$ cat config.mk
export PLATFORM = sky130hd
export DESIGN_NAME = disk_controller_registers_top
export DESIGN_NICKNAME = d
export VERILOG_FILES = /design/src/dcr_pkg.sv /design/src/dcr_core.sv /design/src/disk_controller_registers_top.sv
export SDC_FILE = /design/constraint.sdc
export NUM_CORES = 1
export LEC_CHECK = 0
export BUFFER_PORTS_ARGS = -buffer_cell sky130_fd_sc_hd__buf_2
export CORE_MARGIN = 2
export CORE_UTILIZATION = 47
export DETAILED_ROUTE_END_ITERATION = 10
export PLACE_DENSITY = 0.71
export SLEW_MARGIN = 20
export SYNTH_ARGS = -nofsm -noshare
export SYNTH_HDL_FRONTEND = slang
export SYNTH_HIERARCHICAL = 1
export SYNTH_SLANG_ARGS = --single-unit
$ cat constraint.sdc
create_clock -name clock -period 8.6 [get_ports clock]
set_input_delay 0.86 -clock clock [delete_from_list [all_inputs] [get_ports clock]]
set_output_delay 0.86 -clock clock [all_outputs]
set_load 0.02 [all_outputs]
$ cat src/dcr_pkg.sv
// ----------------------------------------------------------------------------
// dcr_pkg
// Types, register codes and constants for the disk controller register block.
// ----------------------------------------------------------------------------
package dcr_pkg;

   localparam int WORDS_PER_SECTOR = 256;
   localparam int XFER_WORDS_W     = 9;

   localparam logic [1:0] ACT_READ  = 2'd0;
   localparam logic [1:0] ACT_WRITE = 2'd1;
   localparam logic [1:0] ACT_TICK  = 2'd2;

   localparam logic [2:0] REG_STATUS = 3'd0;
   localparam logic [2:0] REG_ERROR  = 3'd1;
   localparam logic [2:0] REG_CTRL   = 3'd2;
   localparam logic [2:0] REG_COUNT  = 3'd3;
   localparam logic [2:0] REG_BUSADR = 3'd4;
   localparam logic [2:0] REG_DSKADR = 3'd5;

   typedef enum logic [2:0] {
      FN_RESET  = 3'd0,
      FN_WRITE  = 3'd1,
      FN_READ   = 3'd2,
      FN_CHECK  = 3'd3,
      FN_SEEK   = 3'd4,
      FN_RDCHK  = 3'd5,
      FN_DRVRST = 3'd6,
      FN_WLOCK  = 3'd7
   } func_type;

   localparam logic [15:0] DRIVE_STATUS_RST = 16'o4700;
   localparam logic [15:0] CTRL_RST         = 16'o0200;
   localparam logic [15:0] DS_READY         = 16'h0040;
   localparam logic [15:0] CS_READY         = 16'h0080;
   localparam logic [15:0] CS_IRQ_EN        = 16'h0040;
   localparam logic [15:0] CS_SEEK_BIT      = 16'h2000;
   localparam logic [15:0] CS_GO_CLEAR      = 16'hfffe;
   localparam logic [15:0] CS_KEEP_MASK     = 16'hf080;
   localparam logic [15:0] ERR_BAD_DRIVE    = 16'h8080;
   localparam logic [15:0] ERR_BAD_CYL      = 16'h8040;
   localparam logic [15:0] ERR_BAD_SECTOR   = 16'h8020;
   localparam logic [15:0] ERR_OVERRUN      = 16'h4000;

   localparam logic [7:0] LAST_CYL         = 8'o312;
   localparam logic [3:0] LAST_SECTOR      = 4'o13;
   localparam int         SECTORS_PER_CYL  = 24;
   localparam int         SECTORS_PER_SURF = 12;

   typedef struct packed {
      logic [1:0]  action;
      logic [2:0]  register_index;
      logic [15:0] write_data;
   } req_type;

   typedef struct packed {
      logic [15:0]             read_data;
      logic                    bad_address;
      logic                    interrupt_request;
      logic                    transfer_start;
      logic                    transfer_to_disk;
      logic [15:0]             transfer_memory_address;
      logic [XFER_WORDS_W-1:0] transfer_words;
      logic [21:0]             transfer_disk_offset;
   } rsp_type;

endpackage

$ cat src/dcr_core.sv
// ----------------------------------------------------------------------------
// dcr_core
// Controller registers and the decode of reads, writes and ticks.
// ----------------------------------------------------------------------------
module dcr_core import dcr_pkg::*; (
   input  logic    clock,
   input  logic    reset,
   input  logic    fire,
   input  req_type req,
   output rsp_type rsp
);

   logic [15:0] drive_status_ff, drive_status_in;
   logic [15:0] error_bits_ff, error_bits_in;
   logic [15:0] control_status_ff, control_status_in;
   logic [15:0] word_counter_ff, word_counter_in;
   logic [15:0] bus_address_ff, bus_address_in;
   logic [15:0] disk_address_word_ff, disk_address_word_in;
   logic [2:0]  drive_number_ff, drive_number_in;
   logic [7:0]  cylinder_number_ff, cylinder_number_in;
   logic        surface_number_ff, surface_number_in;
   logic [3:0]  sector_number_ff, sector_number_in;

   logic [16:0]             neg_count;
   logic [XFER_WORDS_W-1:0] words;
   logic [12:0]             pos_sector;
   logic [3:0]              sector_inc;
   logic [7:0]              cyl_inc;
   func_type                func;

   always_comb begin
      neg_count  = 17'h10000 - {1'b0, word_counter_ff};
      words      = (neg_count < 17'(WORDS_PER_SECTOR)) ? neg_count[XFER_WORDS_W-1:0]
                                                       : XFER_WORDS_W'(WORDS_PER_SECTOR);
      pos_sector = 13'(cylinder_number_ff) * 13'(SECTORS_PER_CYL)
                 + (surface_number_ff ? 13'(SECTORS_PER_SURF) : 13'd0)
                 + 13'(sector_number_ff);
      sector_inc = sector_number_ff + 4'd1;
      cyl_inc    = cylinder_number_ff + 8'd1;
      func       = func_type'(control_status_ff[3:1]);
   end

   always_comb begin
      drive_status_in      = drive_status_ff;
      error_bits_in        = error_bits_ff;
      control_status_in    = control_status_ff;
      word_counter_in      = word_counter_ff;
      bus_address_in       = bus_address_ff;
      disk_address_word_in = disk_address_word_ff;
      drive_number_in      = drive_number_ff;
      cylinder_number_in   = cylinder_number_ff;
      surface_number_in    = surface_number_ff;
      sector_number_in     = sector_number_ff;
      rsp                  = '0;

      unique case (req.action)
         ACT_READ: begin
            unique case (req.register_index)
               REG_STATUS: rsp.read_data = drive_status_ff;
               REG_ERROR:  rsp.read_data = error_bits_ff;
               REG_CTRL:   rsp.read_data = control_status_ff & CS_GO_CLEAR;
               REG_COUNT:  rsp.read_data = word_counter_ff;
               REG_DSKADR: rsp.read_data = disk_address_word_ff;
               default:    rsp.bad_address = 1'b1;
            endcase
         end
         ACT_WRITE: begin
            unique case (req.register_index)
               REG_CTRL: control_status_in = (req.write_data & ~CS_KEEP_MASK)
                                           | (control_status_ff & CS_KEEP_MASK);
               REG_COUNT:  word_counter_in = req.write_data;
               REG_BUSADR: bus_address_in  = req.write_data;
               REG_DSKADR: begin
                  disk_address_word_in = req.write_data;
                  drive_number_in      = req.write_data[15:13];
                  cylinder_number_in   = req.write_data[12:5];
                  surface_number_in    = req.write_data[4];
                  sector_number_in     = req.write_data[3:0];
               end
               default: rsp.bad_address = 1'b1;
            endcase
         end
         ACT_TICK: begin
            if (control_status_ff[0]) begin
               unique case (func)
                  FN_RESET: begin
                     drive_status_in      = DRIVE_STATUS_RST;
                     error_bits_in        = '0;
                     control_status_in    = CTRL_RST;
                     word_counter_in      = '0;
                     bus_address_in       = '0;
                     disk_address_word_in = '0;
                     drive_number_in      = '0;
                     cylinder_number_in   = '0;
                     surface_number_in    = 1'b0;
                     sector_number_in     = '0;
                  end
                  FN_WRITE, FN_READ, FN_CHECK: begin
                     if (drive_number_ff != 3'd0) begin
                        error_bits_in = error_bits_ff | ERR_BAD_DRIVE;
                     end else if (cylinder_number_ff > LAST_CYL) begin
                        error_bits_in = error_bits_ff | ERR_BAD_CYL;
                     end else if (sector_number_ff > LAST_SECTOR) begin
                        error_bits_in = error_bits_ff | ERR_BAD_SECTOR;
                     end else if (word_counter_ff == 16'd0) begin
                        drive_status_in   = drive_status_ff | DS_READY;
                        control_status_in = (control_status_ff | CS_READY) & CS_GO_CLEAR;
                        rsp.interrupt_request = |(control_status_ff & CS_IRQ_EN);
                     end else begin
                        drive_status_in   = drive_status_ff & ~DS_READY;
                        control_status_in = control_status_ff & ~CS_READY;
                        rsp.transfer_start          = 1'b1;
                        rsp.transfer_to_disk        = (func == FN_WRITE);
                        rsp.transfer_memory_address = bus_address_ff;
                        rsp.transfer_words          = words;
                        rsp.transfer_disk_offset    = {pos_sector, 9'd0};
                        bus_address_in  = bus_address_ff + 16'({words, 1'b0});
                        word_counter_in = word_counter_ff + 16'(words);
                        if (sector_inc > LAST_SECTOR) begin
                           sector_number_in = '0;
                           if (surface_number_ff) begin
                              surface_number_in  = 1'b0;
                              cylinder_number_in = cyl_inc;
                              if (cyl_inc > LAST_CYL) begin
                                 error_bits_in = error_bits_ff | ERR_OVERRUN;
                              end
                           end else begin
                              surface_number_in = 1'b1;
                           end
                        end else begin
                           sector_number_in = sector_inc;
                        end
                     end
                  end
                  FN_SEEK, FN_DRVRST: begin
                     if (func == FN_DRVRST) begin
                        error_bits_in = '0;
                     end
                     control_status_in = ((control_status_ff & ~CS_SEEK_BIT) | CS_READY)
                                       & CS_GO_CLEAR;
                     rsp.interrupt_request = 1'b1;
                  end
                  default: ;
               endcase
            end
         end
         default: ;
      endcase
   end

   always_ff @(posedge clock) begin
      if (reset) begin
         drive_status_ff      <= DRIVE_STATUS_RST;
         error_bits_ff        <= '0;
         control_status_ff    <= CTRL_RST;
         word_counter_ff      <= '0;
         bus_address_ff       <= '0;
         disk_address_word_ff <= '0;
         drive_number_ff      <= '0;
         cylinder_number_ff   <= '0;
         surface_number_ff    <= 1'b0;
         sector_number_ff     <= '0;
      end else if (fire) begin
         drive_status_ff      <= drive_status_in;
         error_bits_ff        <= error_bits_in;
         control_status_ff    <= control_status_in;
         word_counter_ff      <= word_counter_in;
         bus_address_ff       <= bus_address_in;
         disk_address_word_ff <= disk_address_word_in;
         drive_number_ff      <= drive_number_in;
         cylinder_number_ff   <= cylinder_number_in;
         surface_number_ff    <= surface_number_in;
         sector_number_ff     <= sector_number_in;
      end
   end

endmodule

$ cat src/disk_controller_registers_top.sv
// ----------------------------------------------------------------------------
// disk_controller_registers_top
// Disk controller register block: register access, function decode and
// sector transfer commands, with a registered response.
// ----------------------------------------------------------------------------
//  channel  | ports                          | payload
//  request  | req_valid, req_ready, req_data | req_type: action, index, data
//  response | rsp_valid, rsp_ready, rsp_data | rsp_type: read data, flags, xfer
//
//  One transaction per cycle unless a held response stalls req_ready;
//  the response is registered at accept. The controller registers update
//  at the accept edge, so the next request sees them at once.
//  req_ready is low only while a response is held and rsp_ready is low.
//  Synchronous reset restores the controller registers and empties the
//  response register.
// ----------------------------------------------------------------------------
module disk_controller_registers_top import dcr_pkg::*; (
   input  logic    clock,
   input  logic    reset,
   input  logic    req_valid,
   output logic    req_ready,
   input  req_type req_data,
   output logic    rsp_valid,
   input  logic    rsp_ready,
   output rsp_type rsp_data
);

   logic    fire;
   rsp_type result;
   logic    rsp_valid_ff, rsp_valid_in;
   rsp_type rsp_data_ff;

   assign req_ready    = !rsp_valid_ff || rsp_ready;
   assign fire         = req_valid && req_ready;
   assign rsp_valid_in = fire || (rsp_valid_ff && !rsp_ready);

   dcr_core u_core (
      .clock (clock),
      .reset (reset),
      .fire  (fire),
      .req   (req_data),
      .rsp   (result)
   );

   always_ff @(posedge clock) begin
      if (reset) begin
         rsp_valid_ff <= 1'b0;
      end else begin
         rsp_valid_ff <= rsp_valid_in;
      end
   end

   always_ff @(posedge clock) begin
      if (fire) begin
         rsp_data_ff <= result;
      end
   end

   assign rsp_valid = rsp_valid_ff;
   assign rsp_data  = rsp_data_ff;

   a_idle_after_reset: assert property (@(posedge clock)
      reset |=> !rsp_valid_ff)
      else $error("response valid right after reset");

   a_stall_only_when_full: assert property (@(posedge clock) disable iff (reset)
      !req_ready |-> rsp_valid_ff)
      else $error("request stalled with empty response register");

   a_xfer_fields_zero: assert property (@(posedge clock) disable iff (reset)
      rsp_valid_ff && !rsp_data_ff.transfer_start |->
         !rsp_data_ff.transfer_to_disk && rsp_data_ff.transfer_memory_address == '0
         && rsp_data_ff.transfer_words == '0 && rsp_data_ff.transfer_disk_offset == '0)
      else $error("transfer fields set without a transfer");

   a_xfer_words_range: assert property (@(posedge clock) disable iff (reset)
      rsp_valid_ff && rsp_data_ff.transfer_start |->
         rsp_data_ff.transfer_words != '0
         && rsp_data_ff.transfer_words <= XFER_WORDS_W'(WORDS_PER_SECTOR))
      else $error("transfer word count out of range");

   a_bad_addr_exclusive: assert property (@(posedge clock) disable iff (reset)
      rsp_valid_ff && rsp_data_ff.bad_address |->
         !rsp_data_ff.transfer_start && !rsp_data_ff.interrupt_request)
      else $error("bad address together with a tick result");

endmodule
======== After elaboration in Yosys (flattened, before gate mapping) ========
Index checks and enable logic that the tools add are counted.
word-level totals
  register bits ........................... 180
  bits of input ports ..................... 25
  word-level logic and storage cells ...... 214
operators by class
  $add $sub $neg .......................... 7
  multiply operators ...................... 1
  magnitude comparators ................... 5
  equality and inequality tests ........... 41
  mux-type cells .......................... 87
  bitwise operators ....................... 4
  reduce and logical (&&, ||, !) cells .... 40
operators with widths
  cell                                                                            count
  16-bit 2-to-1 mux                                                               30
  16-bit case mux with 2 select lines                                             7
  50-bit 2-to-1 mux                                                               3
  16-bit case mux with 3 select lines                                             2
  16-bit case mux with 5 select lines                                             1
  8-bit 2-to-1 mux                                                                9
  49-bit 2-to-1 mux                                                               1
  4-bit 2-to-1 mux                                                                8
  8-bit case mux with 2 select lines                                              2
  9-bit AND reduction                                                             3
  6-bit AND reduction                                                             4
  2-bit != test (second input constant)                                           11
  7-bit AND reduction                                                             3
  17-bit by 9-bit less-than comparator with 1-bit output (second input constant)  1
  17-bit by 16-bit subtractor with 17-bit output (first input constant)           1
  16-bit by 10-bit adder with 16-bit output                                       1
  16-bit by 9-bit adder with 16-bit output                                        1
  8-bit greater-than comparator (second input constant)                           2
  16-bit logical NOT                                                              1
  2-bit by 1-bit != test with 1-bit output (second input constant)                8
  12-bit by 16-bit bitwise OR with 16-bit output                                  1
  4-bit case mux with 2 select lines                                              2
  8-bit AND reduction                                                             2
  15-bit 2-to-1 mux                                                               1
  other kinds (41)                                                                80

======== Logic depth before layout (Yosys ltp) ========
  depth after elaboration ................. 11
  gate-level depth with buffers ........... 23
  depth with buffers taken out ............ 21

======== By module ========
Netlist, hierarchy kept.
modules (own cells, without submodules)
  module                         times used  cells an instance  area an instance (um^2)
  dcr_core                       1           913                6526.3
  disk_controller_registers_top  1           72                 2067.0

======== Least setup slack after synthesis ========
Ideal clock, no wire load.
  path type ............................... register to register
  from .................................... register u_core.word_counter_ff[0]
  to ...................................... register u_core.bus_address_ff[11]
  setup time .............................. 0.058 ns
  arrival ................................. 4.633 ns
  required time ........................... 8.542 ns
  setup slack ............................. 3.908 ns
  stages on the path, launching flop included .. 24
  path buffers ............................ 2
  cell sequence ........................... dfxtp_1 clkbuf_1 inv_1 ha_1 or4b_4 or3_4 nor2_2 xor2_1 and4b_1 clkbuf_1 nand2_1 inv_1 ha_1 inv_1 fa_1 nor2b_1 o21ai_0 a21boi_0 o21ai_0 a21oi_1 o2111ai_1 a211o_1 a21oi_1 o21a_1
between the ends
  cells in the longest elaborated chain, start to end .. 11
ends and longest elaborated chain
  item                                                    line             text
  start, declared                                         dcr_core.sv:16   logic [15:0] word_counter_ff, word_counter_in;
  start signal, assigned                                  dcr_core.sv:167  word_counter_ff <= word_counter_in;
  17-bit by 16-bit subtractor with 17-bit output          dcr_core.sv:32   neg_count = 17'h10000 - {1'b0, word_counter_ff};
  17-bit by 9-bit less-than comparator with 1-bit output  dcr_core.sv:33   words = (neg_count < 17'(WORDS_PER_SECTOR)) ? neg_count[XFER_WORDS_W-1:0]
  9-bit 2-to-1 mux                                        dcr_core.sv:33
  16-bit by 10-bit adder with 16-bit output               dcr_core.sv:117  bus_address_in = bus_address_ff + 16'({words, 1'b0});
  16-bit 2-to-1 mux                                       dcr_core.sv:105  end else if (word_counter_ff == 16'd0) begin
  16-bit 2-to-1 mux                                       dcr_core.sv:103  end else if (sector_number_ff > LAST_SECTOR) begin
  16-bit 2-to-1 mux                                       dcr_core.sv:101  end else if (cylinder_number_ff > LAST_CYL) begin
  16-bit 2-to-1 mux                                       dcr_core.sv:99   if (drive_number_ff != 3'd0) begin
  16-bit case mux with 2 select lines                     dcr_core.sv:85   unique case (func)
  16-bit 2-to-1 mux                                       dcr_core.sv:84   if (control_status_ff[0]) begin
  16-bit case mux with 2 select lines                     dcr_core.sv:56   unique case (req.action)
  end signal, assigned                                    dcr_core.sv:168  bus_address_ff <= bus_address_in;
  end, declared                                           dcr_core.sv:17   logic [15:0] bus_address_ff, bus_address_in;
Parallel ways exist; a longest one is shown, timed or not. The select of a mux whose other input is x is not followed.
A chain may end at the register's enable or synchronous reset.

======== Final worst setup path ========
  from .................................... register u_core.word_counter_ff[1]
  to ...................................... register u_core.bus_address_ff[13]
The elaborated chain is that of the path after synthesis.

==> metrics <==
status=complete, no violations; max-cap violations=0; fmax=183 MHz; most frequent cells in the layout=143 x nor2_1, 93 x buf_2, 86 x nand2_1; critical path class=register to register; CTS Root Cell=clkbuf_16; switching share of power=0.279; Post-synth EDFFs=between 60 and 70; Area Growth Syn to Fin=13.4%; effective utilization at floorplan=0.478; Core ar.=~18000 µm²; cell count after synthesis=985; DP Cell Count=1260; cell mode on critical path=inv_1; Yosys cell types=a little over 80; GRT Resource Usage Total=0.259; initial antenna violation count=0; Synth Register Bits=roughly 150; Via density=roughly 5.9; Reg clk slew, reported paths=approximately 70 ps; top-area cell type share of the netlist area=0.234; cell leakage power=slightly below 0.004 µW; Vias=7661; Yosys top cell by area=edfxtp_1; WL/cell=roughly 19 µm; CP max stage cell=or4b_4; Post-CTS Hold Buffers=0; Main synth FF type=dfxtp_1; total chip power=between 1500 and 2000 µW; Seq/Total Area, Yosys=0.423; DP Area=around 9200 µm²; routability cong.=0.947; Ports=94; DRT Wirelength=between 20000 and 25000 µm; Post-DP HPWL=17400 µm; RSZ-0062 raised after global routing=no; startpoint types=register; CTS tree=built; row cnt=slightly below 50; Power Density=between 150 and 200 nW/µm²; pre-CTS setup slack=approximately 3300 ps; clk sinks=approximately 150; Critical Path End Type=register; non-filler cells, final=1292; Gate power share=0.115; drt drc=0; Synth Cell Area=8590 µm²; clock buffer depth=2; critical-path maximum fanout=9; Post-Syn Area per Cell=8.72 µm²; vias in the first global route=7176; Rel. slew slack=0.360; # diodes=0; Layout Nets=approximately 1100; Die H=139 µm; setup ws final=around 3100 ps; GR Overflow Total=0; die area=around 19000 µm²; commonest non-fill, non-tap cell in the layout=nor2_1; IR drop worst, VDD=about 0.00012 V; Port Buffers=93; violation count after the first detailed-route iteration=roughly 710; 1st-pass router iterations=5; crit path time final=approximately 5500 ps; actual slew at the worst max-slew pin=between 900 and 1000 ps; worst skew pair latency=around 430 ps; chip width=roughly 140 µm; Worst path max stage delay=520 ps; Tcrit/Tclk final=0.636; number of buffers created by CTS=17; post-cts sizing count=0; fraction of registers with async set or reset after synthesis=0; post-CTS setup buffer count=0; Final Cell Area=9740 µm²; dominant cells by area after synthesis=edfxtp_1 23%, dfxtp_1 19%, nor2_1 6.2%; critical path cell sequence=inv_1 > ha_1 > or4b_4 > or3_4 > nor2_2 > xor2_1 > and4b_1 > nand2_1 > inv_1 > ha_1 > inv_1 > fa_1 > nor2b_1 > o21ai_0 > a21boi_0 > o21ai_0 > a21oi_1 > o2111ai_1 > a21oi_1 > mux2i_1 > a31oi_1; worst clock skew=about 12 ps; largest net degree at the start of global routing=74; crit-path leading delay family=simple AND/OR/NAND/NOR gates; final hold violation count=0; Max Slew Vio Count=0; post-route ant nets=0; Int Pwr=1230 µW; warnings from Yosys=6; total negative setup slack=0 ps; Flop pwr share=0.458; required time of the critical path=roughly 9000 ps; Critical Path AT=5760 ps; number of buffers and inverters on the critical path=3; Clock Power Share=0.428; switching pwr=475 µW; Final Setup Violations=0; layout cell share with drive strength beyond 1=0.157; global-route wire length before repair=39100 µm; Max H-tree Level=4; Hold Path Class=register to register
metrics by stage:
step                hold slack, ps   util
finish                         450  0.542
global route                   473  0.542
CTS                            450  0.542
detailed placement             441  0.510
global placement               439  0.510
floorplan                      425      -
sequential cells by signal, indices dropped and copies added (netlist names):
signal and cells:
rsp_data 67, u_core/bus_address_ff 16, u_core/disk_address_word_ff 16, u_core/word_counter_ff 16, u_core/control_status_ff 12, u_core/cylinder_number_ff 8
u_core/error_bits_ff 5, u_core/sector_number_ff 4, u_core/drive_status_ff 2, rsp_valid 1, u_core/surface_number_ff 1
Yosys cell counts, types with 10 or more instances:
| master | n |
|---|---|
| nor2_1 | 143 |
| nand2_1 | 86 |
| a21oi_1 | 83 |
| dfxtp_1 | 81 |
| edfxtp_1 | 67 |
| clkbuf_1 | 49 |
| o21ai_0 | 48 |
| inv_1 | 35 |
| nand3_1 | 33 |
| ha_1 | 32 |
| and2_1 | 30 |
| nor3_1 | 28 |
| xnor2_1 | 17 |
| xor2_1 | 15 |
| and3_1 | 13 |
| a21o_1 | 12 |
| mux2i_1 | 11 |
| a311oi_1 | 10 |
| nor2b_1 | 10 |
metal layers:
layer  global-route usage  vias up  share of wire
met5                    0        -              0
met4                0.153        0          0.050
met3               0.0499       64          0.072
met2                0.410      346           0.46
met1                0.330     3609           0.42
li1                     -     3642              -
path summary, 6_finish.rpt:
check	to	cells after the start	slack (ps)	start
worst min-delay path	u_core/error_bits_ff[6]	2	450	u_core/error_bits_ff[6]
worst max register to register	u_core/bus_address_ff[13]	21	3130	u_core/word_counter_ff[1]
worst min register to register	u_core/error_bits_ff[6]	2	450	u_core/error_bits_ff[6]
worst max-delay path	u_core/bus_address_ff[13]	21	3130	u_core/word_counter_ff[1]
cell type report:
type / instances / area [µm²]
flip-flops and latches: 148 / 3630
multi-input cells: 745 / 4580
fillers: 1644 / 8220
inverters: 35 / 131
clock buffers: 17 / 425
repair buffers: 103 / 541
clock inverters: 15 / 146
well taps: 229 / 287
cell families after synthesis:
logic type,after synthesis,synth area share
xor+xnor,32,0.0326
buf+inv,100,0.0488
simple gates,403,0.227
flops,148,0.423
other cells,1,0.000436
fa+ha+maj,37,0.0582
mux,20,0.0259
compound gates,244,0.184
worst reg2reg max path, cell delays in order, from the launching register on:
cell       delay (ps)
dfxtp_1           370
inv_1             140
ha_1              230
or4b_4            520
or3_4             400
nor2_2            170
xor2_1            440
and4b_1           470
nand2_1           170
inv_1              90
ha_1              160
inv_1              60
fa_1              370
nor2b_1           150
o21ai_0           140
a21boi_0          220
o21ai_0           140
a21oi_1           290
o2111ai_1         250
a21oi_1           240
mux2i_1           220
a31oi_1            90
power groups by stage:
stage / combinational [µW] / sequential [µW] / clock [µW]
after floorplan: 117 / 806 / 0
after global placement: 192 / 793 / 0
after detailed placement: 192 / 794 / 0
after CTS: 193 / 779 / 740
after global routing: 210 / 781 / 772
final: 195 / 779 / 727
Power figures use the tool's default switching activity.
